**src/design/rpa_pkg.sv**
```systemverilog
// Shared types, codes and defaults for the reference-counted page allocator.
// No dependencies; every other design file imports this package.
`timescale 1ns / 1ps
`default_nettype none

package rpa_pkg;

  // Default sizing, handed down from the top level
  localparam int DEF_MAX_PAGES  = 32768;
  localparam int DEF_PAGE_SHIFT = 12;
  localparam int DEF_COUNT_BITS = 8;

  // Field widths fixed by the interface
  localparam int KIND_W    = 2;
  localparam int ADDR_W    = 32;
  localparam int STATUS_W  = 3;
  localparam int NCOUNT_W  = 8;
  localparam int BASE_W    = 20;
  localparam int PCOUNT_W  = 16;
  localparam int CFG_IDX_W = 2;
  localparam int CFG_DAT_W = 32;

  // Pool index as carried through the queue: wide enough for any pool size
  localparam int IDX_FIELD_W = 20;

  // Request queue between front and back
  localparam int QUEUE_DEPTH = 2;

  // Request kinds
  localparam logic [KIND_W-1:0] KIND_ALLOC   = 2'd0;
  localparam logic [KIND_W-1:0] KIND_RELEASE = 2'd1;
  localparam logic [KIND_W-1:0] KIND_ADD_REF = 2'd2;
  localparam logic [KIND_W-1:0] KIND_DROP_REF = 2'd3;

  // Result status codes
  localparam logic [STATUS_W-1:0] ST_OK    = 3'd0;
  localparam logic [STATUS_W-1:0] ST_EMPTY = 3'd1;
  localparam logic [STATUS_W-1:0] ST_RANGE = 3'd2;
  localparam logic [STATUS_W-1:0] ST_ALIGN = 3'd3;
  localparam logic [STATUS_W-1:0] ST_FULL  = 3'd4;

  // Configuration register indexes
  localparam logic [CFG_IDX_W-1:0] REG_POOL_BASE  = 2'd0;
  localparam logic [CFG_IDX_W-1:0] REG_POOL_COUNT = 2'd1;

  typedef struct packed {
    logic [KIND_W-1:0] kind;
    logic [ADDR_W-1:0] page_address;
  } in_item_t;

  typedef struct packed {
    logic [STATUS_W-1:0] status;
    logic [ADDR_W-1:0]   given_address;
    logic [NCOUNT_W-1:0] new_count;
    logic                returned_to_pool;
  } out_item_t;

  // Classified request as queued for the back end
  typedef struct packed {
    logic [KIND_W-1:0]      kind;
    logic                   in_range;
    logic                   misaligned;
    logic [IDX_FIELD_W-1:0] idx;
  } queue_entry_t;

  typedef struct packed {
    logic full;
    logic empty;
  } queue_status_t;

endpackage

`default_nettype wire

```
**src/design/rpa_queue.sv**
```systemverilog
// Short request queue between the front end and the back end.
// Depends on rpa_pkg for the entry and status types.
`timescale 1ns / 1ps
`default_nettype none

module rpa_queue (
  input  wire                     clk,
  input  wire                     rst_n,
  input  wire                     push,
  input  rpa_pkg::queue_entry_t   push_entry,
  input  wire                     pop,
  output rpa_pkg::queue_entry_t   pop_entry,
  output rpa_pkg::queue_status_t  status
);
  import rpa_pkg::*;

  localparam int PTR_W = (QUEUE_DEPTH > 1) ? $clog2(QUEUE_DEPTH) : 1;
  localparam int CNT_W = $clog2(QUEUE_DEPTH + 1);

  queue_entry_t       slot_r [QUEUE_DEPTH];
  logic [PTR_W-1:0]   wr_ptr_r, wr_ptr_nxt;
  logic [PTR_W-1:0]   rd_ptr_r, rd_ptr_nxt;
  logic [CNT_W-1:0]   fill_r, fill_nxt;

  assign status.full  = (fill_r == CNT_W'(QUEUE_DEPTH));
  assign status.empty = (fill_r == '0);
  assign pop_entry    = slot_r[rd_ptr_r];

  // Pointer and fill bookkeeping
  always_comb begin
    wr_ptr_nxt = wr_ptr_r;
    rd_ptr_nxt = rd_ptr_r;
    fill_nxt   = fill_r;
    if (push) begin
      wr_ptr_nxt = (wr_ptr_r == PTR_W'(QUEUE_DEPTH - 1)) ? '0 : wr_ptr_r + PTR_W'(1);
    end
    if (pop) begin
      rd_ptr_nxt = (rd_ptr_r == PTR_W'(QUEUE_DEPTH - 1)) ? '0 : rd_ptr_r + PTR_W'(1);
    end
    if (push && !pop) begin
      fill_nxt = fill_r + CNT_W'(1);
    end else if (pop && !push) begin
      fill_nxt = fill_r - CNT_W'(1);
    end
  end

  always_ff @(posedge clk) begin
    if (!rst_n) begin
      wr_ptr_r <= '0;
      rd_ptr_r <= '0;
      fill_r   <= '0;
    end else begin
      wr_ptr_r <= wr_ptr_nxt;
      rd_ptr_r <= rd_ptr_nxt;
      fill_r   <= fill_nxt;
    end
  end

  // Entry storage, no reset needed
  always_ff @(posedge clk) begin
    if (push) begin
      slot_r[wr_ptr_r] <= push_entry;
    end
  end

endmodule

`default_nettype wire

```
**config.mk**
```make
export PLATFORM = sky130hd
export DESIGN_NAME = rpa_queue
export DESIGN_NICKNAME = d
export VERILOG_FILES = /design/src/design/rpa_pkg.sv /design/src/design/rpa_queue.sv
export SDC_FILE = /design/constraint.sdc
export NUM_CORES = 1
export LEC_CHECK = 0
export BUFFER_PORTS_ARGS = -buffer_cell sky130_fd_sc_hd__buf_2
export CAP_MARGIN = 20
export CORE_UTILIZATION = 54
export CTS_BUF_LIST = sky130_fd_sc_hd__clkbuf_16
export DETAILED_ROUTE_END_ITERATION = 10
export GPL_TIMING_DRIVEN = 0
export PLACE_DENSITY = 0.93
export SLEW_MARGIN = 0
export SYNTH_ARGS = -nofsm -noshare
export SYNTH_HDL_FRONTEND = slang
export SYNTH_SLANG_ARGS = --single-unit
```
**constraint.sdc**
```tcl
create_clock -name clk -period 4.8 [get_ports clk]
set_input_delay 0.96 -clock clk [delete_from_list [all_inputs] [get_ports clk]]
set_output_delay 0.96 -clock clk [all_outputs]
set_load 0.005 [all_outputs]
```
==> results.yml <==
outcome:
  status: "finished, final reports clean"
sta:
  tns_ns: 0
  maxSlewViolCount: 0
  min_period_ns: 2.41
  worstMarginPinSlew_ns: 0.552
  holdWs_ns: 0.513
  clock.fmax_mhz: 414
  hold_violations: 0
  fin_crit_sh: 0.503
  slew_headroom: 0.631
  worst_clock_skew_ns: 0.00358
  finalSetupViolCount: 0
  rsz0062_at_grt: "no"
setup_path:
  r2r_cells: 2
  required_ns: 3.84
  critPathKind: "flip-flop to output pin"
  critPathCaptureType: "output pin"
  cp.arrival_ns: 1.45
  cp-start-kind: "flip-flop"
  worstPathMaxFanout: 10
synth:
  yosysTopAreaCell: "edfxtp_1"
  ys_warn_count: 0
  netlist_area_um2: 1950
  synthCells: 97
  ys_types: 17
  ys_seq_area_frac: 0.790
  postSynthNetCount: 126
  syn_area_per_cell_um2: 20.1
  synth_top_area_share: 0.739
  synth_area_leaders: "edfxtp_1, mux2_2, dfxtp_1, and2_1, xor2_1"
  synth-seq-cells: 53
grt:
  antenna_found_initial: 0
  grt_use_met2: 0.313
  grt.met1_usage: 0.186
  top_usage_layer: "met2"
  grt_max_degree: 25
  grt_use_total: 0.177
  grt_pass1_wl_mm: 4.93
  grt_pass1_vias: 1117
  grtUsageMet3: 0.0625
  grt-ovfl-total: 0
placement:
  port_buffers: 53
  gp_congestion: 0.647
  dp_hpwl_mm: 2.16
power_and_ir_drop:
  p_clk_frac: 0.341
  p_leak_uw: 0.000955
  p_switching_uw: 198
  seqPwrFrac: 0.552
  combinationalPowerShare: 0.107
  ir_drop_v: 0.000248
  p_sw_frac: 0.202
  power_density_nw_per_um2: 398
  internal_power_uw: 781
drt:
  drc_errors: 0
  viasPerCell: 4.93
  initialDrtViolationCount: 29
  drt_wl_total_mm: 3.05
  ant_nets: 0
  dr.pass1.iters: 4
  vias: 1015
  wl_per_cell_um: 14.8
clocking:
  clkTransAtPathRegs_ns: 0.06
  cts.sinks: 53
  clockRootBuffer: "clkbuf_16"
  cts_max_path_buffers: 2
  cts_tree: "yes"
  clkLatencyLatePin_ns: 0.29
  postCtsSetupBuffers: 0
  cts_max_level: 2
  cts_resized: 0
  hold_buffers: 0
  cts_buffers: 5
die:
  start_util: 0.575
  rows: 21
  coreArea_um2: 3390
  die_h_um: 62.1
  pin_count: 54
  dieArea_um2: 3860
  die_width_um: 62.1
cells_and_area:
  syn2layout_area_growth_pct: 26.2
  n_antenna_cell: 0
  layout.nets: 188
  drive_gt1_frac: 0.569
job:
  maxCapViolCount: 0
min_path:
  whs_path_depth: 2
  hp-class: "flip-flop to flip-flop"
[worst max-delay path: stages, from the launching register on]
cell	delay (ns)
dfxtp_1	0.30
buf_2	0.17
buf_4	0.21
mux2_2	0.36
buf_2	0.13
[worst paths after layout]
check	from	end	slack, ns
hold reg to reg	fill_r[1]$_SDFFE_PN0P_	fill_r[1]$_SDFFE_PN0P_	0.51
setup / recovery	flip-flop	pop_entry[20]	2.39
hold / removal	fill_r[1]$_SDFFE_PN0P_	fill_r[1]$_SDFFE_PN0P_	0.51
setup reg to reg	wr_ptr_r$_SDFFE_PN0P_	slot_r[0][14]$_DFFE_PP_	3.47
[cell type report]
| type | instances | area [um^2] |
|---|---|---|
| Buffer | 3 | 20.0 |
| Sequential cell | 53 | 1540 |
| Clock inverter | 3 | 17.5 |
| Tap cell | 46 | 57.6 |
| Inverter | 1 | 3.75 |
| Fill cell | 220 | 928 |
| Multi-Input combinational cell | 40 | 388 |
| Timing Repair Buffer | 55 | 308 |
| Clock buffer | 5 | 125 |
[synth_stat cells]
master	instances
and2b_2	1
ha_1	1
or3_1	1
inv_1	1
xor2_1	2
and2_1	4
o21ai_0	1
edfxtp_1	48
nor2_1	1
a21boi_1	1
mux2_2	24
dfxtp_1	5
nor2b_1	2
xnor2_1	1
buf_4	2
buf_2	1
o21a_1	1
[state kept, by name (all words and copies together) (netlist names), named ones only]
register and cells:
fill_r 2, rd_ptr_r 1, wr_ptr_r 1, slot_r 48
[cell usage in the layout, fill, tap and decap left out, types with 2 or more instances in the layout]
| cell | n |
|---|---|
| buf_4 | 2 |
| edfxtp_1 | 48 |
| and2_1 | 4 |
| xor2_1 | 2 |
| mux2_2 | 24 |
| clkbuf_16 | 5 |
| buf_2 | 54 |
| dfxtp_1 | 5 |
[power by group through the flow]
stage               logic [uW]  clock network [uW]  registers [uW]
global placement          95.6                   0             548
CTS                        103                 342             541
floorplan                 56.3                   0             547
finish                     104                 334             540
global route               114                 358             543
detailed placement         102                   0             551
[cells by family after synthesis]
| group | share of synthesized area |
|---|---|
| flops | 0.790 |
| buf+inv | 0.0122 |
| xor+xnor | 0.0135 |
| fa+ha+maj | 0.00641 |
| simple gates | 0.0289 |
| compound gates | 0.0103 |
| mux | 0.139 |
[per-layer routing]
metal	part of all wire	up-vias
met5	0	-
met4	0.016	0
met3	0.053	5
met2	0.54	40
met1	0.39	475
li1	-	495
[metrics by stage]
stage	power (uW)	cells	setup WS (ns)	utilization	area (um^2)
after floorplan	604	97	2.29	-	1950
after global placement	644	196	1.72	0.671	2270
after detailed placement	653	197	2.43	0.676	2290
after CTS	986	205	2.38	0.718	2430
after global routing	1010	206	2.33	0.726	2460
final	979	206	2.39	0.726	2460
Note: power is estimated with default switching activity, not from simulation.
